`config.mk`:
```
export PLATFORM = sky130hd
export DESIGN_NAME = gart_div
export DESIGN_NICKNAME = d
export VERILOG_FILES = /design/src/hw/rtl/gart_div.sv
export SDC_FILE = /design/constraint.sdc
export NUM_CORES = 2
export LEC_CHECK = 0
export ABC_AREA = 0
export ABC_CLOCK_PERIOD_IN_PS = 14300
export BUFFER_PORTS_ARGS = -buffer_cell sky130_fd_sc_hd__buf_2
export CORE_MARGIN = 4
export CORE_UTILIZATION = 60
export DETAILED_ROUTE_END_ITERATION = 10
export PLACE_DENSITY = 0.76
export SLEW_MARGIN = 25
export SYNTH_ARGS = -nofsm -noshare
export SYNTH_HDL_FRONTEND = slang
export SYNTH_SLANG_ARGS = --single-unit
```
`constraint.sdc`:
```
create_clock -name clk -period 14.3 [get_ports clk]
set_input_delay 2.145 -clock clk [delete_from_list [all_inputs] [get_ports clk]]
set_output_delay 2.145 -clock clk [all_outputs]
set_load 0.02 [all_outputs]
```
`src/hw/rtl/gart_div.sv`:
```
`default_nettype none
// ----------------------------------------------------------------------------
// gart_div: pipelined radial divider
// floor(sa * 2^32 / n), one quotient bit per stage, 32 stages.
// ----------------------------------------------------------------------------
module gart_div (
  input  wire logic        clk,
  input  wire logic [12:0] sa_i,
  input  wire logic [12:0] n_i,
  output logic      [31:0] q_o
);

  logic [12:0] rem_r [1:32];
  logic [31:0] quo_r [1:32];

  genvar i;
  generate
    for (i = 0; i < 32; i++) begin : g_stage
      logic [12:0] cur_rem;
      logic [31:0] cur_quo;
      logic [13:0] rem2;
      logic        ge;
      if (i == 0) begin : g_first
        assign cur_rem = sa_i;
        assign cur_quo = '0;
      end else begin : g_next
        assign cur_rem = rem_r[i];
        assign cur_quo = quo_r[i];
      end
      assign rem2 = {cur_rem, 1'b0};
      assign ge   = rem2 >= {1'b0, n_i};
      always_ff @(posedge clk) begin
        rem_r[i+1] <= ge ? 13'(rem2 - {1'b0, n_i}) : rem2[12:0];
        quo_r[i+1] <= {cur_quo[30:0], ge};
      end
    end
  endgenerate

  assign q_o = quo_r[32];

endmodule
`default_nettype wire

```
=== Yosys cells after proc, flatten, opt, wreduce, memory -nomap -nowiden ===
Memory sizes are Yosys's and may differ from the RTL's.
Index checks and enable logic that the tools add are counted.

* Register bits after elaboration: 0
* Latch bits: 0
* Memory bits (writable): 1,440
* ROM bits: 0
* Input bits: 27
* Output and inout port bits: 32
* Word-level logic and storage cells: 98
* Memories kept: 2

{| class="wikitable"
|+ Memory list
! memory !! depth !! width !! rd ports !! clocked after Yosys merged registers in !! write ports !! line !! text
|-
| quo_r || 32 || 32 || 32 || 0 || 32 || 14 || <nowiki>logic [31:0] quo_r [1:32];</nowiki>
|-
| rem_r || 32 || 13 || 31 || 0 || 32 || 13 || <nowiki>logic [12:0] rem_r [1:32];</nowiki>
|}

* $add $sub $neg: 32
* Multiply operators: 0
* Div/mod/pow operators: 0
* Magnitude comparators: 32
* Equality and inequality tests: 0
* Shift-type cells: 0
* Mux-type cells: 32
* Bitwise logic cells: 0
* Reduce and logical (&&, ||, !) cells: 0

{| class="wikitable"
|+ Operators by type and width
! cell !! number
|-
| $ge A14 B13 Y1 || 32
|-
| $mux W13 || 32
|-
| $sub A13 B13 Y13 || 32
|}

=== Longest topological paths before layout ===
An unclocked memory read counts as a cell.

* Depth after elaboration: 3
* Mapped depth: 13

=== Least setup slack after synthesis ===
OpenSTA, ideal clock, no wires.

* Path type: input to register
* Start: in n_i[0]
* End: reg, netlist name rem_r[0][366]
* Arrival: 7.224 ns
* Required time: 14.179 ns
* Path slack: 6.955 ns
* Stages: 13
* Path buffers: 4
* Cell sequence: clkbuf_4 > clkbuf_1 > inv_1 > clkbuf_1 > fa_1 > a211oi_1 > o21ba_2 > o21ai_0 > a31oi_1 > o211a_1 > inv_1 > buf_2 > mux2_2

{| class="wikitable"
|+ RTL lines
! element !! line !! text
|-
| start: declaration || 9 || <nowiki>input wire logic [12:0] n_i,</nowiki>
|}

==> impl_metrics.tcl <==
set metrics [dict create \
    synth_top_area_share_pct 44.3 \
    io_buffers 58 \
    cp-endpoint "rem_r[0][245]$_DFF_P_" \
    worstPathArrival_ns 5.95 \
    die_x_um 273 \
    dpl_cell_area_um2 43400 \
    drtIter0Drc 2103 \
    hp-class "flip-flop to flip-flop" \
    setup_slack_ns 8.92 \
    final.setup.tns_ns 0 \
    fin_area_um2 46600 \
    run_status "finished clean" \
    pwr_density_cell_nw_per_um2 283 \
    ys_seq_area_share_pct 44.3 \
    cp-startpoint "n_i[0]" \
    h-tree-depth 3 \
    cp.depth 12 \
    clock.fmax_mhz 186 \
    ctsResizeCount 0 \
    cp_slowest_stage_delay_ns 0.53 \
    ant_nets 0 \
    postLayoutCoreUtil_pct 67.5 \
    wl_um 90200 \
    area_growth_syn_to_layout_pct 10.8 \
    synth_area_leaders "dfxtp_1 44%, ha_1 12%, mux2_2 6.8%, a21oi_1 3.4%, xor2_1 3.0%" \
    tightestPinTransition_ns 0.958 \
    rsz0062_at_grt "no" \
    vdd_drop_max_uv 135 \
    yosysTopAreaCell "dfxtp_1" \
    antenna_cells 0 \
    grt_max_degree 48 \
    leakage_nw 19.8 \
    cpMostUsedCell "buf_4" \
    synth.most_common_cell "dfxtp_1" \
    place_ws_ns 8.33 \
    wire_per_inst_um 17.5 \
    grt_pass1_vias 29100 \
    drv_slew 0 \
    remaining_drc_errors 0 \
    reg2reg_depth 7 \
    critPathBufInv 5 \
    grt_use_total_pct 23.7 \
    r2r-end "rem_r[0][105]$_DFF_P_" \
    root_buffer "clkbuf_16" \
    die_y_um 273 \
    antenna_found_initial 0 \
    syn_nets 4508 \
    async_reset_ff_share_pct 0 \
    coreArea_um2 69100 \
    post_cts.repair.setup_buffers 0 \
    synth_edf_count 0 \
    syn_inst 4035 \
    slew_headroom_pct 36.1 \
    hpwlAfterDp_um 60100 \
    start_util_pct 60.9 \
    drtPass1Iterations 6 \
    crit_family "buffers and inverters" \
    cts_buffer_depth 3 \
    numCtsBuffers 92 \
    clk_latency_ns 0.65 \
    viasPerCell 5.86 \
    slowest_stage "o32ai_2" \
    synth-seq-cells 931 \
    ctsHoldBuffers 0 \
    synthDistinctLibCells 77 \
    setup_viol 0 \
    crit_path_start_kind "input pin" \
    gp_congestion 0.887 \
    cp_cell_sequence "buf_2 -> buf_4 -> inv_4 -> buf_4 -> fa_1 -> a21o_1 -> a2111oi_0 -> nor4_1 -> o32ai_2 -> inv_2 -> and4_1 -> nor3_1" \
    timing.rr.start "rem_r[0][91]$_SDFF_PN0_" \
    worst-path-max-fanout 47 \
    cts_tree "yes" \
    required_ns 14.87 \
    drv_cap 0 \
    dieArea_um2 74400 \
    syn_avg_cell_area_um2 10.4 \
    vias 30200 \
    rows 96 \
    synth_area_um2 42100 \
    end_kind "flip-flop" \
    drive_above_1_share_pct 14.0 \
    yosys-top-cells-count "931 x dfxtp_1, 415 x ha_1, 282 x a21oi_1" \
    synth-main-ff-cell "dfxtp_1" \
    clk_pin_slew_worst_paths_ns 0.06 \
    yosys_warnings 0 \
    hold_violations 0 \
    grt_overflow 0 \
    skew_ns 0.0190 \
    fin_crit_ns 5.38 \
    clock-sinks 931 \
    finalNetCount 4620 \
    worstSetupPathType "input pin to flip-flop" \
    ios 59 \
    grt_pass1_wl_um 146000 \
    fin_crit_sh_pct 37.7 \
    rrSetupSlack_ns 11.47 \
]
==> metrics by stage <==
| step | total power (W) | std cells | hold slack [ns] |
|---|---|---|---|
| detailed placement | 0.0106 | 4984 | 0.312 |
| global placement | 0.0105 | 4984 | 0.310 |
| CTS | 0.0132 | 5153 | 0.305 |
| global route | 0.0142 | 5153 | 0.318 |
| floorplan | 0.00935 | 4035 | 0.310 |
| finish | 0.0132 | 5153 | 0.317 |
==> layout make-up <==
cell class                 count  area [µm²]
tap                          931        1160
clock buffer                 121        2580
multi-input combinational   2975       22900
timing repair buffer          79         448
clock inverter                48         638
sequential                   931       18600
inverter                      68         260
fill                        5301       22500
==> placed cells by master, fill, tap and decap left out, drive strengths merged, types with 14 or more instances in the layout <==
cell type,Yosys,final
nand2b,82,82
a211oi,64,64
buf,20,79
o21bai,45,45
nor2b,40,40
and2,23,23
clkbuf,41,121
fa,31,31
o22ai,20,20
a31o,22,22
nor3b,34,34
nor3,81,81
o31ai,28,28
nor2,230,230
mux2,255,255
xor2,144,144
and3,22,22
a2111oi,26,26
nand4,22,22
clkinv,0,25
o21ai,244,244
a21o,102,102
a31oi,25,25
xnor2,123,123
o211ai,43,43
or3,33,33
or4b,14,14
a21oi,282,282
nand3,63,63
o21a,61,61
nand2,220,220
dfxtp,931,931
inv,68,75
ha,415,415
==> state kept, by name (all words and copies together), names as in the netlist <==
name   flops
quo_r    528
rem_r    403
==> metal layers <==
layer	wire length [µm]	vias to the layer above	GRT usage [%]
met5	0	-	0
met4	3080	0	8.84
met3	4420	219	3.03
met2	42600	790	40.6
met1	40100	14100	30.8
li1	-	15100	-
==> worst min path at each step <==
stage,from,endpoint,slack [ns],cells past startpoint
global placement,quo_r[9][3]$_DFF_P_,quo_r[9][36]$_DFF_P_,0.31,0
global route,quo_r[14][9]$_DFF_P_,quo_r[14][42]$_DFF_P_,0.32,0
CTS,quo_r[10][10]$_DFF_P_,quo_r[10][43]$_DFF_P_,0.31,0
floorplan,quo_r[9][41]$_DFF_P_,quo_r[10][10]$_DFF_P_,0.31,0
detailed placement,quo_r[9][47]$_DFF_P_,quo_r[10][16]$_DFF_P_,0.31,0
finish,quo_r[10][10]$_DFF_P_,quo_r[10][43]$_DFF_P_,0.32,0
==> cells by family after synthesis <==
| kind of cell | Yosys count | share of synthesized area [%] |
|---|---|---|
| xor+xnor | 267 | 5.56 |
| fa+ha+maj | 446 | 13.8 |
| mux | 268 | 7.13 |
| flops | 931 | 44.3 |
| compound gates | 1075 | 16.9 |
| buf+inv | 129 | 1.34 |
| simple gates | 919 | 11.0 |
==> power by group <==
group	internal, W	leakage, nW	switching [W]	total [W]
sequential	0.00395	7.84	0.000589	0.00454
combinational	0.00293	10.4	0.00326	0.00619
clock	0.00146	1.57	0.00103	0.00249
No activity file was read; power rests on OpenSTA's default activity.
