<file path="src/hw/rtl/gart_sqrt.sv">
`default_nettype none
// ----------------------------------------------------------------------------
// gart_sqrt: pipelined integer square root
// Digit-by-digit floor(sqrt(v)) for v < 2^63, one result bit per stage.
// ----------------------------------------------------------------------------
module gart_sqrt (
  input  wire logic        clk,
  input  wire logic [63:0] v_i,
  output logic      [31:0] root_o
);

  logic [63:0] v_r [1:32];
  logic [63:0] r_r [1:32];

  genvar i;
  generate
    for (i = 0; i < 32; i++) begin : g_stage
      localparam logic [63:0] BIT = 64'd1 << (62 - 2*i);
      logic [63:0] cur_v, cur_r, trial;
      if (i == 0) begin : g_first
        assign cur_v = v_i;
        assign cur_r = '0;
      end else begin : g_next
        assign cur_v = v_r[i];
        assign cur_r = r_r[i];
      end
      assign trial = cur_r + BIT;
      always_ff @(posedge clk) begin
        if (cur_v >= trial) begin
          v_r[i+1] <= cur_v - trial;
          r_r[i+1] <= (cur_r >> 1) + BIT;
        end else begin
          v_r[i+1] <= cur_v;
          r_r[i+1] <= cur_r >> 1;
        end
      end
    end
  endgenerate

  assign root_o = r_r[32][31:0];

endmodule
`default_nettype wire

</file>
<file path="config.mk">
export PLATFORM = sky130hd
export DESIGN_NAME = gart_sqrt
export DESIGN_NICKNAME = d
export VERILOG_FILES = /design/src/hw/rtl/gart_sqrt.sv
export SDC_FILE = /design/constraint.sdc
export NUM_CORES = 2
export LEC_CHECK = 0
export BUFFER_PORTS_ARGS = -buffer_cell sky130_fd_sc_hd__buf_2
export CAP_MARGIN = 15
export CORE_ASPECT_RATIO = 1.4
export CORE_MARGIN = 3
export CORE_UTILIZATION = 58
export DETAILED_ROUTE_END_ITERATION = 12
export GPL_TIMING_DRIVEN = 0
export PLACE_DENSITY = 0.75
export RECOVER_POWER = 50
export SLEW_MARGIN = 15
export SYNTH_ARGS = -nofsm -noshare
export SYNTH_HDL_FRONTEND = slang
export SYNTH_SLANG_ARGS = --single-unit
export TNS_END_PERCENT = 1
</file>
<file path="constraint.sdc">
create_clock -name clk -period 8.7 [get_ports clk]
set_clock_uncertainty 0.1 [all_clocks]
set_input_delay 1.305 -clock clk [delete_from_list [all_inputs] [get_ports clk]]
set_output_delay 1.305 -clock clk [all_outputs]
set_load 0.005 [all_outputs]
</file>
## After elaboration in Yosys (flattened, before gate mapping)

Memories as Yosys holds them, arrays and structs flattened.
Index checks and enable logic that the tools add are counted.

| word-level totals | value |
|---|---|
| logic and storage cells | 352 |
| output and inout port bits | 32 |
| memory bits (writable) | 4096 |
| memories | 2 |
| register bits after elaboration | 0 |

Memories:

| memory | words | bits a word | read ports | clocked after Yosys merged registers in | write ports | RTL line | source |
|---|---|---|---|---|---|---|---|
| r_r | 32 | 64 | 32 | 0 | 32 | 13 | `logic [63:0] r_r [1:32];` |
| v_r | 32 | 64 | 31 | 0 | 32 | 12 | `logic [63:0] v_r [1:32];` |

| operators by class | value |
|---|---|
| multiplexer cells | 160 |
| magnitude comparators | 32 |
| bitwise logic cells | 64 |
| add/sub/neg operators | 94 |

Operator list:

| cell | count |
|---|---|
| two-way mux 64 bit | 64 |
| greater-or-equal comparator 64 bit | 31 |
| subtractor 64 bit | 31 |
| two-way mux 1 bit | 96 |
| adder 63 x 1 -> 64 bit (second input constant) | 1 |
| adder 63 x 11 -> 64 bit (second input constant) | 1 |
| adder 63 x 13 -> 64 bit (second input constant) | 1 |
| adder 63 x 15 -> 64 bit (second input constant) | 1 |
| adder 63 x 17 -> 64 bit (second input constant) | 1 |
| adder 63 x 19 -> 64 bit (second input constant) | 1 |
| adder 63 x 21 -> 64 bit (second input constant) | 1 |
| adder 63 x 23 -> 64 bit (second input constant) | 1 |
| adder 63 x 25 -> 64 bit (second input constant) | 1 |
| adder 63 x 27 -> 64 bit (second input constant) | 1 |
| adder 63 x 29 -> 64 bit (second input constant) | 1 |
| adder 63 x 3 -> 64 bit (second input constant) | 1 |
| adder 63 x 31 -> 64 bit (second input constant) | 1 |
| adder 63 x 33 -> 64 bit (second input constant) | 1 |
| adder 63 x 35 -> 64 bit (second input constant) | 1 |
| adder 63 x 37 -> 64 bit (second input constant) | 1 |
| adder 63 x 39 -> 64 bit (second input constant) | 1 |
| adder 63 x 41 -> 64 bit (second input constant) | 1 |
| adder 63 x 43 -> 64 bit (second input constant) | 1 |
| adder 63 x 45 -> 64 bit (second input constant) | 1 |
| other kinds (45) | 108 |

## Longest topological paths before layout

An unclocked memory read counts as a cell.

| depth | value |
|---|---|
| depth after elaboration | 6 |
| gate-level depth with buffers | 15 |
| gate-level depth less buffers | 12 |

## Worst setup path before layout

No wires, ideal clock.

| timing path | value |
|---|---|
| path type | flip-flop to flip-flop |
| from | reg r_r[0][1867] (netlist name) |
| to | reg v_r[0][1972] (netlist name) |
| period minus slack after synthesis | 3392 ps |
| library setup time | 118 ps |
| slack | 5308 ps |
| data required time | 8482 ps |
| cell stages (with the launch flop) | 12 |
| data arrival time | 3174 ps |
| path through | dfxtp_1 > inv_1 > ha_1 > a211o_1 > o311a_1 > o21ai_0 > a21oi_1 > or2_2 > clkbuf_1 > a2111oi_2 > nand4_1 > xnor2_1 |

==> impl_metrics.yaml <==
setup_path:
  reg2regPathDepth: 13
  r2r_start: "r_r[0][1764]"
  startpoint: "r_r[0][1764]"
  crit_path_end_kind: "flip-flop"
  path_class: "reg2reg"
  r2r_slack_ns: 3.44
  crit_required_ns: 9.25
  cp_max_fo: 10
  endpoint: "v_r[0][1819]"
  rr_endpoint: "v_r[0][1819]"
  start_kind: "flip-flop"
  critical_path_arrival_ns: 5.82
routing:
  viasPerCell: 5.78
  wl_per_cell_um: 21.1
  route.detailed.drc: 0
  dr.pass1.iters: 6
  ant_nets: 0
  wl_mm: 261
  drt-initial-drc-count: 4160
  vias: 71434
yosys:
  yosysWarnings: 0
  syn_inst: 9713
  syn_nets: 10336
  synth_cell_type_count: 91
  netlist_area_um2: 96000
  synth_edf_count: 0
  yosysSeqAreaShare: 0.524
  ys.flop_type: "dfxtp_1"
  syn_area_per_cell_um2: 9.88
  synth-seq-cells: 2512
  async_flop_share: 0
pwr:
  leakagePower_nw: 48.9
  vdd_drop_max_uv: 266
  pwr-share-comb: 0.249
  power_mw: 35.5
  intPower_mw: 23.7
  switching_power_mw: 11.8
  powerDensity_nw_per_um2: 331
  share_seq_of_total_power: 0.465
  pwr-share-clk: 0.286
  sw_frac_of_total: 0.333
global_routing:
  grt_usage: 0.302
  grt_antenna_before_repair: 12
  overflow: 0
  grt_max_degree: 20
  grt_pass1_wl_mm: 403
  grt_pass1_vias: 73260
sta:
  clock.fmax_mhz: 190
  timing.final.ws_setup_ns: 3.44
  fin_crit_sh: 0.605
  report.final.hold_viol_count: 0
  fin_crit_ns: 5.26
  fin_setup_tns_ns: 0
  max-slew-margin-rel: 0.195
  rsz0062_at_grt: "no"
  setup_viol: 0
  whs_ns: 0.226
  drv_slew: 0
  worst_pin_slew_ns: 1.19
outcome:
  status: "finished clean"
placed_design:
  portBuffers: 96
  place_inst: 11956
  dpl_cell_area_um2: 99300
  place_hpwl_mm: 205
  pre_cts_ws_ns: 3.49
  routabilityCongestion: 0.980
clock_tree:
  cts_tree: "done"
  h-tree-depth: 4
  cts_buffers: 215
  cts_resized: 0
  clk-insertion-delay-late_ns: 0.86
  cts_setup_buffers: 0
  hold_buffers: 0
  cts_root_buf: "clkbuf_16"
  clkTransAtPathRegs_ns: 0.07
  cts.sinks: 2512
  cts_buffer_depth: 3
final_layout:
  drive_gt1_frac: 0.0648
  fillers: 13059
  finalNonFillerCells: 12364
  postLayoutCoreUtil: 0.652
  nNetsFinal: 10660
  final_cell_area_um2: 107000
  syn_to_final_growth_pct: 11.6
floorplan:
  design.core.area_um2: 164000
  start_util: 0.584
  dieArea_um2: 170000
  placementRows: 176
  fp.dieW_um: 350
  ios: 97
  die-height_um: 487
min_path:
  hp-class: "reg2reg"
flow_run:
  maxCapViolCount: 0
## layer usage
| metal | global-route usage | vias up | part of all wire |
|---|---|---|---|
| met2 | 0.583 | 1984 | 0.53 |
| li1 | - | 34578 | - |
| met5 | 0 | - | 0.00011 |
| met4 | 0.217 | 4 | 0.080 |
| met1 | 0.286 | 33959 | 0.35 |
| met3 | 0.0483 | 909 | 0.041 |
## layout by cell type, fill, tap and decap left out, drive strengths merged, types with 165 or more instances in the layout
cell type,Yosys,layout
a21o,245,245
a21oi,614,614
clkbuf,196,483
dfxtp,2512,2512
ha,558,558
inv,694,707
nand2,629,629
nand3,193,193
nand4,165,165
nor2,619,619
nor3,267,267
nor4,358,358
o21ai,458,458
xnor2,454,454
xor2,424,424
## Yosys cell counts, types with 112 or more instances
cell type | n | area [um2]
clkbuf_1 | 196 | 736
a21o_1 | 245 | 1840
nor4_1 | 356 | 2230
dfxtp_1 | 2512 | 50300
nand2_1 | 629 | 2360
o21ai_0 | 457 | 2290
nand4_1 | 165 | 1030
a21oi_1 | 613 | 3070
nor2_1 | 619 | 2320
xnor2_1 | 454 | 3980
nand2b_1 | 112 | 701
nor3_1 | 266 | 1330
ha_1 | 558 | 6980
inv_1 | 690 | 2590
nand3_1 | 193 | 966
xor2_1 | 424 | 3710
## state kept, by name (all words and copies together) (netlist names)
signal  count
v_r      1984
r_r       528
## worst min path at each step
stage | endpoint | depth (start not counted) | from
2_1_floorplan | v_r[0][1728] | 0 | v_r[0][1664]
3_3_place_gp | v_r[0][1353] | 0 | v_r[0][1289]
3_5_place_dp | v_r[0][1674] | 0 | v_r[0][1610]
4_1_cts | r_r[0][1253] | 0 | r_r[0][1190]
5_1_grt | r_r[0][1253] | 0 | r_r[0][1190]
6_report | v_r[0][931] | 0 | v_r[0][867]
## power groups by stage
stage               clock network, mW  logic [mW]  registers (mW)
finish                           10.2        8.82            16.5
global route                     10.7        9.80            16.7
CTS                              10.3        8.75            16.4
detailed placement                  0        8.65            16.6
global placement                    0        8.51            16.6
floorplan                           0        6.75            15.6
## worst max-delay path, stage by stage, from the launching register on
cell and delay, ns:
dfxtp_1 0.51, inv_1 0.08, ha_1 0.27, clkbuf_1 0.34
nor2b_1 0.30, nand3b_1 0.35, nor4_2 0.87, a211oi_1 0.25
nand2_1 0.14, nor2_1 0.07, clkbuf_1 0.39, inv_2 0.41
clkbuf_1 0.68, a21oi_1 0.32
## kinds of logic (layout without fill, tap and decap cells)
logic type               after synthesis  in the layout  share of synthesized area
AO/OA/AOI/OAI                       1871           1871                      0.121
XOR/XNOR                             878            878                     0.0801
adder cells (fa/ha/maj)              558            558                     0.0728
buffers and inverters                912           1421                     0.0362
flip-flops                          2512           2512                      0.524
multiplexers                          74             74                    0.00862
other                                  0              6                          0
AND/OR/NAND/NOR                     2908           2908                      0.157
## cell type report
class / instances / area (um2) / share of cell area
Clock buffer: 287 / 6050 / 0.0565
Clock inverter: 115 / 1650 / 0.0154
Tap cell: 2136 / 2670 / 0.0250
Timing Repair Buffer: 107 / 556 / 0.00519
Antenna cell: 6 / 15.0 / 0.000140
Sequential cell: 2512 / 50300 / 0.470
Inverter: 694 / 2610 / 0.0243
Buffer: 218 / 867 / 0.00810
Multi-Input combinational cell: 6289 / 42300 / 0.396
No activity file was read; power rests on OpenSTA's default activity.
