[config.mk]
export PLATFORM = sky130hd
export DESIGN_NAME = gart_phase
export DESIGN_NICKNAME = d
export VERILOG_FILES = /design/src/hw/rtl/gart_phase.sv
export SDC_FILE = /design/constraint.sdc
export NUM_CORES = 1
export LEC_CHECK = 0
export ABC_AREA = 1
export BUFFER_PORTS_ARGS = -buffer_cell sky130_fd_sc_hd__buf_4
export CORE_ASPECT_RATIO = 0.6
export CORE_MARGIN = 5
export CORE_UTILIZATION = 35
export CTS_BUF_LIST = sky130_fd_sc_hd__clkbuf_4 sky130_fd_sc_hd__clkbuf_8
export CTS_CLUSTER_DIAMETER = 30
export DETAILED_ROUTE_END_ITERATION = 10
export PLACE_DENSITY = 0.54
export SLEW_MARGIN = 20
export SYNTH_ARGS = -nofsm -noshare
export SYNTH_HDL_FRONTEND = slang
export SYNTH_SLANG_ARGS = --single-unit
[constraint.sdc]
create_clock -name clk -period 6.15 [get_ports clk]
set_input_delay 0.9225 -clock clk [delete_from_list [all_inputs] [get_ports clk]]
set_output_delay 0.9225 -clock clk [all_outputs]
set_load 0.005 [all_outputs]
[src/hw/rtl/gart_phase.sv]
`default_nettype none
// ----------------------------------------------------------------------------
// gart_phase: golden-mean phase accumulator
// idx * step mod 2^PHASE_BITS in two halves, top 32 bits out. Two stages.
// ----------------------------------------------------------------------------
module gart_phase #(
  parameter int PHASE_BITS = 32
) (
  input  wire logic                  clk,
  input  wire logic [20:0]           idx_i,
  input  wire logic [PHASE_BITS-1:0] step_i,
  output logic      [31:0]           phase_o
);

  localparam int LO_W = (PHASE_BITS + 1) / 2;
  localparam int HI_W = PHASE_BITS - LO_W;

  logic [21+LO_W-1:0]     plo_r;
  logic [21+HI_W-1:0]     phi_r;
  logic [PHASE_BITS-1:0]  ph_r;
  logic [PHASE_BITS-1:0]  ph_nxt;

  always_ff @(posedge clk) begin
    plo_r <= idx_i * step_i[LO_W-1:0];
    phi_r <= idx_i * step_i[PHASE_BITS-1:LO_W];
    ph_r  <= ph_nxt;
  end

  assign ph_nxt = PHASE_BITS'(plo_r) + PHASE_BITS'({phi_r, {LO_W{1'b0}}});

  generate
    if (PHASE_BITS >= 32) begin : g_wide
      assign phase_o = ph_r[PHASE_BITS-1 -: 32];
    end else begin : g_narrow
      assign phase_o = {ph_r, {(32-PHASE_BITS){1'b0}}};
    end
  endgenerate

endmodule
`default_nettype wire

## After elaboration in Yosys (flattened, before gate mapping)

Cells that the tools add are included.

| word-level totals | value |
|---|---|
| flip-flop bits (word level) | 80 |
| latch bits | 0 |
| RAM bits | 0 |
| memory bits (read-only) | 0 |
| bits of input ports | 54 |
| output and inout port bits | 32 |
| logic and storage cells | 6 |
| memories | 0 |

| cells by class | value |
|---|---|
| $add $sub $neg | 1 |
| multiply operators | 2 |
| divide/modulo/power cells | 0 |
| $lt $le $gt $ge | 0 |
| equality and inequality tests | 0 |
| shift operators | 0 |
| muxes and demuxes | 0 |
| bitwise gates (word level) | 0 |
| reductions and logical operators | 0 |

Operators with widths:

| operator | number |
|---|---|
| adder 32 bit | 1 |
| multiplier 21 x 16 -> 32 bit | 1 |
| multiplier 21 x 16 -> 16 bit | 1 |

## Logic depth before layout (Yosys ltp)

Gate-level depths: netlist of run 1.

| logic depth | value |
|---|---|
| word-level depth | 1 |
| mapped depth | 30 |
| gate-level depth less buffers | 28 |

## Worst setup path before layout of run 1

Ideal clock, no wire load.

| timing | value |
|---|---|
| path kind | in2reg |
| start | input port idx_i[12] |
| end | register plo_r[27] |
| setup time | 72 ps |
| arrival time | 5775 ps |
| data required time | 6078 ps |
| slack | 303 ps |
| cell stages on the path | 22 |
| path buffers | 2 |
| cells stage by stage | clkbuf_1 clkbuf_1 nand2_1 fa_1 inv_1 fa_1 fa_1 fa_1 fa_1 inv_1 fa_1 inv_1 ha_1 nand2_2 nor2_1 inv_1 nor3_2 nand3_1 nand3_1 nand2_1 nand2_1 xor2_1 |

| on the way | value |
|---|---|
| longest elaborated chain between the ends | 1 |

Ends and longest elaborated chain:

| what | RTL line | source |
|---|---|---|
| start: declaration | 10 | `input wire logic [20:0] idx_i,` |
| multiplier 21 x 16 -> 32 bit | 24 | `plo_r <= idx_i * step_i[LO_W-1:0];` |
| end signal: assignment | 24 |  |
| end: declaration | 18 | `logic [21+LO_W-1:0] plo_r;` |

Every way passes these cells.

## Final worst setup path of run 1

| timing | value |
|---|---|
| start | input port step_i[6] |
| end | register plo_r[22] |

| on the way | value |
|---|---|
| longest elaborated chain between the ends | 1 |

Ends and longest elaborated chain:

| what | RTL line | source |
|---|---|---|
| start: declaration | 11 | `input wire logic [PHASE_BITS-1:0] step_i,` |
| multiplier 21 x 16 -> 32 bit | 24 |  |

Every way passes these cells.

==> flow_metrics.py, run 1 <==
metrics = {
    "worst_setup_path": {
        "arrival_ps": 6080,
        "critPathSlowestCell": "fa_1",
        "start_kind": "input pin",
        "path_max_fanout": 10,
        "cp-end-kind": "register",
        "cp_slowest_stage_delay_ps": 520,
        "crit_path_cell_trace": "buf_4, buf_4, nand2_1, inv_1, fa_1, inv_1, fa_1, fa_1, inv_1, fa_1, fa_1, inv_1, fa_1, inv_1, ha_1, nand2_1, inv_1, a21boi_1, nand2_1, nand2_1, nand3_2, xor2_1, buf_4",
        "criticalPathCategory": "in2reg",
        "crit_required_ps": 6440,
        "r2r_setup_slack_ps": 4180,
    },
    "sta": {
        "final_hold_viol_count": 0,
        "rsz0062_at_grt": "false",
        "post-route-period-util": 0.941,
        "slew_viol_final": 0,
        "timing.fmax_ghz": 0.173,
        "setup_viol": 0,
        "worst_slew_margin_rel": 0.651,
        "worst_pin_slew_ps": 520,
        "fin_crit_ps": 5790,
        "holdWs_ps": 329,
        "clock-skew-final_ps": 15.3,
    },
    "clocking": {
        "cts_root_buf": "clkbuf_8",
        "cts_sinks": 80,
        "htreeDepth": 3,
        "clock_latency_ps": 390,
        "cts_tree": "built",
        "cts_hold_buffers": 0,
        "ctsResizeCount": 0,
        "clk_path_buf_depth": 2,
        "path_clk_slew_ps": 100,
        "postCtsSetupRepairBufs": 0,
        "cts_made_buffers": 9,
    },
    "synthesis": {
        "synthFlopType": "dfxtp_1",
        "synth_xor_area_frac": 0.0324,
        "synth-edff-count": 0,
        "yosys-top-cells-area": "fa_1 (39%), inv_1 (14%), nand2_1 (13%), ha_1 (11%), dfxtp_1 (9.3%)",
        "synth_compound_area_frac": 0.0379,
        "synth.distinct_cells": 43,
        "yosysTopAreaCellShare": 0.391,
        "seq_area_frac_synth": 0.0929,
        "netlist_instances": 2236,
        "ys.warnings.count": 0,
        "synth_simple_gate_area_frac": 0.172,
        "synth.area.mux_share": 0,
        "synth_fa_ha_area_frac": 0.498,
        "synth_top_family_by_area": "adder cells",
        "syn_area_mm2": 0.0172,
        "ys_seq_elements": 80,
        "synth_fp_nets": 2774,
        "synthArstFlopShare": 0,
        "synth.most_common_cell": "inv_1",
        "yosysTopAreaCell": "fa_1",
        "synth.avg_cell_area_um2": 7.71,
        "synth_common_cells": "inv_1 (662), nand2_1 (609), fa_1 (337), ha_1 (147), dfxtp_1 (80)",
    },
    "finish": {
        "layout-drive-gt1-share": 0.0935,
        "final_util": 0.392,
        "area_growth_pct": 11.4,
        "final_nets": 2864,
    },
    "placed_design": {
        "gp_congestion": 0.912,
        "detailed_place_hpwl_um": 42200,
        "io_buffer_count": 85,
    },
    "floorplan": {
        "dieArea_mm2": 0.0539,
        "io_pins": 86,
        "num_rows": 63,
        "start_util": 0.352,
        "die_width_um": 296,
        "coreArea_mm2": 0.0490,
        "die_h_um": 182,
    },
    "drt": {
        "vias": 13700,
        "drt_iter0_drc": 997,
        "ant_nets": 0,
        "drc_errors": 0,
        "wl_per_cell_um": 16.4,
        "via_per_inst": 4.58,
        "wl_um": 48800,
        "firstDrtPassIters": 5,
    },
    "global_route": {
        "grt-ovfl-total": 0,
        "grt_max_degree": 22,
        "grt_pass1_wl_um": 79000,
        "first_global_vias": 14300,
        "grt_usage": 0.187,
        "antenna_found_initial": 1,
    },
    "outcome": {
        "status": "complete, no violations",
    },
    "min_path": {
        "hold_path.class": "reg2reg",
    },
    "job": {
        "maxCapViolCount": 0,
    },
}
-- sequential cells by signal, summed over array words and instances (netlist names) --
register and flops:
phase_o 32, plo_r 32, phi_r 16
-- per-stage QoR --
step	setup TNS [ps]	area, µm²	std cells	worst slack [ps]
3_5_place_dp	-28.1	19000	2965	-28.1
6_report	0	19200	2982	365
5_1_grt	0	19200	2981	42.0
4_1_cts	0	19200	2981	393
2_1_floorplan	0	17200	2236	303
3_3_place_gp	-4.56	19000	2965	-4.56
-- path summary, 6_finish.rpt --
| check | to | from | cells after the start |
|---|---|---|---|
| worst max-delay path | plo_r[22] | step_i[6] | 23 |
| worst min-delay path | phase_o[14] | plo_r[14] | 0 |
| worst max register to register | phase_o[28] | plo_r[16] | 9 |
| worst min register to register | phase_o[14] | plo_r[14] | 0 |
-- cell type report --
class                      instances  area (µm²)
multi-input combinational       1398       12800
sequential                        80        1600
tap                              650         813
fill                            5151       29800
timing repair buffer             171        1300
inverter                         666        2500
clock buffer                       9         124
clock inverter                     7         106
antenna                            1        2.50
-- logic make-up after synthesis --
family	after synthesis
compound gates	109
xor+xnor	63
fa+ha+maj	484
buf+inv	758
flops	80
simple gates	742
-- per-layer routing --
layer	up-vias	track usage	routed length, µm
met3	32	0.0287	3140
met4	2	0.0218	413
met1	6781	0.288	24100
li1	6499	-	-
met2	357	0.285	21100
met5	-	0	17
-- placed cells by master (no fill, tap or decap), drive strengths merged, types with 7 or more instances in the layout --
cell type | netlist | final
a21o | 7 | 7
a21oi | 53 | 53
buf | 25 | 171
clkbuf | 67 | 9
dfxtp | 80 | 80
fa | 337 | 337
ha | 147 | 147
inv | 666 | 670
nand2 | 617 | 617
nand3 | 51 | 51
nand4 | 7 | 7
nor2 | 51 | 51
nor3 | 9 | 9
o21ai | 26 | 26
xnor2 | 20 | 20
xor2 | 43 | 43
-- worst max-delay path, delay by kind of cell --
| family | cells | cell delay, ps |
|---|---|---|
| compound gates | 1 | 240 |
| simple gates | 5 | 540 |
| buf+inv | 9 | 860 |
| fa+ha+maj | 7 | 3330 |
| xor+xnor | 1 | 170 |
Power of run 1 is left out: the tool's default activity adds up to more than one toggle a clock period on the data nets, which glitch-free logic cannot reach.
==> run 2: changes to the inputs <==
--- a/config.mk
+++ b/config.mk
@@ -6,15 +6,16 @@
 export NUM_CORES = 1
 export LEC_CHECK = 0
 export ABC_AREA = 1
-export BUFFER_PORTS_ARGS = -buffer_cell sky130_fd_sc_hd__buf_4
 export CORE_ASPECT_RATIO = 0.6
 export CORE_MARGIN = 5
 export CORE_UTILIZATION = 35
 export CTS_BUF_LIST = sky130_fd_sc_hd__clkbuf_4 sky130_fd_sc_hd__clkbuf_8
 export CTS_CLUSTER_DIAMETER = 30
 export DETAILED_ROUTE_END_ITERATION = 10
-export PLACE_DENSITY = 0.54
+export DONT_BUFFER_PORTS = 1
+export PLACE_DENSITY = 0.53
 export SLEW_MARGIN = 20
 export SYNTH_ARGS = -nofsm -noshare
 export SYNTH_HDL_FRONTEND = slang
 export SYNTH_SLANG_ARGS = --single-unit
+export TNS_END_PERCENT = 10
==> flow_metrics.py, run 2 (synthesis gave the netlist of run 1 again) <==
metrics = {
    "floorplan": {
        "die_h_um": 182,
        "io_pins": 86,
        "dieArea_mm2": 0.0539,
        "start_util": 0.352,
        "coreArea_mm2": 0.0490,
        "num_rows": 63,
        "die_width_um": 296,
    },
    "global_route": {
        "grt_usage": 0.183,
        "first_global_vias": 13900,
        "antenna_found_initial": 1,
        "grt-ovfl-total": 0,
        "grt_pass1_wl_um": 77000,
        "grt_max_degree": 34,
    },
    "sta": {
        "rsz0062_at_grt": "false",
        "finalSetupTns_ps": 0,
        "setup_viol": 0,
        "fin_crit_ps": 5690,
        "post-route-period-util": 0.925,
        "worst_pin_slew_ps": 474,
        "holdWs_ps": 324,
        "final_hold_viol_count": 0,
        "slew_viol_final": 0,
        "timing.fmax_ghz": 0.176,
        "worst_slew_margin_rel": 0.681,
        "setup_ws_ps": 464,
        "clock-skew-final_ps": 14.8,
    },
    "clocking": {
        "cts_sinks": 80,
        "htreeDepth": 3,
        "cts_hold_buffers": 0,
        "clock_latency_ps": 390,
        "cts_made_buffers": 9,
        "cts_root_buf": "clkbuf_8",
        "clk_path_buf_depth": 2,
        "postCtsSetupRepairBufs": 0,
        "cts_tree": "built",
        "path_clk_slew_ps": 100,
        "ctsResizeCount": 0,
    },
    "min_path": {
        "hold_path.class": "reg2reg",
    },
    "finish": {
        "area_growth_pct": 4.49,
        "final_cell_mix": "inv_1 (662), nand2_1 (609), fa_1 (337), ha_1 (147), dfxtp_1 (80)",
        "final_common_cell": "inv_1",
        "layout-drive-gt1-share": 0.0281,
        "final_nets": 2707,
        "fin_area_mm2": 0.0180,
        "diodes": 0,
    },
    "placed_design": {
        "place_ws_ps": 112,
        "place_area_mm2": 0.0178,
        "gp_congestion": 0.891,
        "io_buffer_count": 0,
        "detailed_place_hpwl_um": 39500,
    },
    "worst_setup_path": {
        "cp-end-kind": "register",
        "crit_top_cell": "fa_1",
        "critPathSlowestCell": "fa_1",
        "cp_top_family": "adder cells",
        "path_buf_inv": 7,
        "crit_path_cell_trace": "nand2_1, inv_1, fa_1, inv_1, fa_1, fa_1, fa_1, inv_1, fa_1, inv_1, fa_1, inv_1, ha_1, a21oi_1, o21ai_0, buf_4, a21oi_1, nand3_1, xor2_1, buf_4",
        "cp_slowest_stage_delay_ps": 540,
        "crit_required_ps": 6430,
        "path_max_fanout": 21,
        "start_kind": "input pin",
        "criticalPathCategory": "in2reg",
        "r2r_setup_slack_ps": 4200,
        "arrival_ps": 5970,
    },
    "drt": {
        "drt_iter0_drc": 839,
        "via_per_inst": 4.69,
        "wl_per_cell_um": 17.0,
        "firstDrtPassIters": 5,
        "ant_nets": 0,
        "drc_errors": 0,
        "wl_um": 48100,
        "vias": 13200,
    },
    "job": {
        "maxCapViolCount": 0,
    },
    "outcome": {
        "status": "complete, no violations",
    },
}
run 2: layer usage:
layer  GRT usage  part of all wire  routed length (µm)
met2       0.283              0.43               20900
met1       0.278              0.49               23800
met5           0                 0                   0
met4      0.0235             0.011                 543
met3      0.0311             0.061                2930
run 2: worst paths after layout:
path | start | endpoint | cells after the start
max | step_i[10] | plo_r[25] | 20
min | plo_r[14] | phase_o[14] | 0
max reg2reg | plo_r[16] | phase_o[28] | 9
min reg2reg | plo_r[14] | phase_o[14] | 0
run 2: layout make-up:
cell class	count	area [µm²]
fill	5140	31000
clock inverter	7	106
tap	650	813
sequential	80	1600
inverter	666	2500
timing repair buffer	14	105
multi-input combinational	1398	12800
clock buffer	9	124
run 2: metrics by stage:
step,cells,utilization
after floorplan,2236,-
after global placement,2808,0.363
after detailed placement,2808,0.363
after CTS,2824,0.367
after global routing,2824,0.367
final,2824,0.367
Power of run 2 is left out for the same reason.
==> run 3: changes to the inputs <==
--- a/config.mk
+++ b/config.mk
@@ -9,7 +9,7 @@
 export CORE_ASPECT_RATIO = 0.6
 export CORE_MARGIN = 5
 export CORE_UTILIZATION = 35
-export CTS_BUF_LIST = sky130_fd_sc_hd__clkbuf_4 sky130_fd_sc_hd__clkbuf_8
+export CTS_BUF_LIST = sky130_fd_sc_hd__clkbuf_2
 export CTS_CLUSTER_DIAMETER = 30
 export DETAILED_ROUTE_END_ITERATION = 10
 export DONT_BUFFER_PORTS = 1
==> flow_metrics.py, run 3 (synthesis gave the netlist of run 1 again) <==
metrics = {
    "outcome": {
        "status": "complete, no violations",
    },
    "clocking": {
        "cts_root_buf": "clkbuf_2",
        "cts_tree": "built",
        "postCtsSetupRepairBufs": 0,
        "htreeDepth": 3,
        "clk_path_buf_depth": 2,
        "cts_hold_buffers": 0,
        "cts_sinks": 80,
        "cts_made_buffers": 9,
        "path_clk_slew_ps": 260,
        "ctsResizeCount": 0,
        "clock_latency_ps": 610,
    },
    "placed_design": {
        "io_buffer_count": 0,
        "detailed_place_hpwl_um": 39500,
        "place_ws_ps": 112,
        "place_area_mm2": 0.0178,
        "gp_congestion": 0.891,
    },
    "worst_setup_path": {
        "r2r_end": "phase_o[28]",
        "criticalPathCategory": "in2reg",
        "path_buf_inv": 7,
        "path_max_fanout": 21,
        "crit_required_ps": 6700,
        "reg2reg_depth": 9,
        "critPathSlowestCell": "fa_1",
        "cp_slowest_stage_delay_ps": 540,
        "r2r_setup_slack_ps": 4170,
        "cp_top_family": "adder cells",
        "cp-end-kind": "register",
        "arrival_ps": 5960,
        "crit_top_cell": "fa_1",
        "start_kind": "input pin",
        "r2r_start": "plo_r[16]",
        "crit_path_cell_trace": "nand2_1, inv_1, fa_1, inv_1, fa_1, fa_1, fa_1, inv_1, fa_1, inv_1, fa_1, inv_1, ha_1, a21oi_1, o21ai_0, buf_4, a21oi_1, nand3_1, xor2_1, buf_4",
        "cp.depth": 20,
    },
    "floorplan": {
        "io_pins": 86,
        "dieArea_mm2": 0.0539,
        "num_rows": 63,
        "die_width_um": 296,
        "start_util": 0.352,
        "coreArea_mm2": 0.0490,
        "die_h_um": 182,
    },
    "sta": {
        "rsz0062_at_grt": "false",
        "clock-skew-final_ps": 35.7,
        "setup_viol": 0,
        "slew_viol_final": 0,
        "finalSetupTns_ps": 0,
        "timing.fmax_ghz": 0.185,
        "worst_slew_margin_rel": 0.674,
        "setup_ws_ps": 736,
        "fin_crit_ps": 5410,
        "final_hold_viol_count": 0,
        "post-route-period-util": 0.880,
        "worst_pin_slew_ps": 485,
    },
    "global_route": {
        "grt-ovfl-total": 0,
        "first_global_vias": 13900,
        "grt_usage": 0.184,
        "antenna_found_initial": 1,
        "grt_pass1_wl_um": 77100,
        "grt_max_degree": 34,
    },
    "finish": {
        "area_growth_pct": 4.03,
        "n_fill_cell": 5146,
        "fin_area_mm2": 0.0179,
        "multi_input_area_mm2": 0.0128,
        "final_common_cell": "inv_1",
        "regArea_mm2": 0.00160,
        "final_cell_mix": "inv_1 (662), nand2_1 (609), fa_1 (337), ha_1 (147), dfxtp_1 (80)",
        "final_nets": 2707,
        "diodes": 0,
        "layout-drive-gt1-share": 0.0281,
    },
    "job": {
        "maxCapViolCount": 0,
    },
    "min_path": {
        "hold-path-endpoint": "phase_o[14]",
        "worst_hold_startpoint": "plo_r[14]",
        "holdPathStages": 0,
        "hold_path.class": "reg2reg",
    },
    "drt": {
        "drc_errors": 0,
        "vias": 13200,
        "via_per_inst": 4.67,
        "wl_per_cell_um": 17.0,
        "drt_iter0_drc": 893,
        "ant_nets": 0,
        "wl_um": 48100,
        "firstDrtPassIters": 5,
    },
}
==> run 3: how the worst max path moves through the flow <==
| stage | start | to | slack [ps] |
|---|---|---|---|
| 3_3_place_gp | step_i[10] | plo_r[25] | 60 |
| 3_5_place_dp | step_i[10] | plo_r[29] | 110 |
| 6_report | step_i[10] | plo_r[25] | 740 |
| 2_1_floorplan | idx_i[12] | plo_r[27] | 300 |
| 4_1_cts | step_i[10] | plo_r[29] | 820 |
| 5_1_grt | step_i[4] | plo_r[29] | 620 |
==> run 3: layer usage <==
metal,vias up,share of wire,global-route usage
met3,47,0.058,0.0279
met4,0,0.011,0.0235
li1,6184,-,-
met5,-,0,0
met2,337,0.43,0.283
met1,6623,0.50,0.280
==> run 3: area by class of cell <==
cell class,instances,area share
inverters,666,0.139
repair buffers,14,0.00586
multi-input cells,1398,0.712
well taps,650,0.0454
flip-flops and latches,80,0.0893
clock inverters,7,0.00593
clock buffers,9,0.00251
==> run 3: per-stage QoR <==
| step | cells | utilization | hold slack, ps |
|---|---|---|---|
| final | 2824 | 0.366 | 323 |
| after global routing | 2824 | 0.366 | 282 |
| after CTS | 2824 | 0.366 | 301 |
| after detailed placement | 2808 | 0.363 | 312 |
| after global placement | 2808 | 0.363 | 315 |
| after floorplan | 2236 | - | 310 |
Power of run 3 is left out for the same reason.
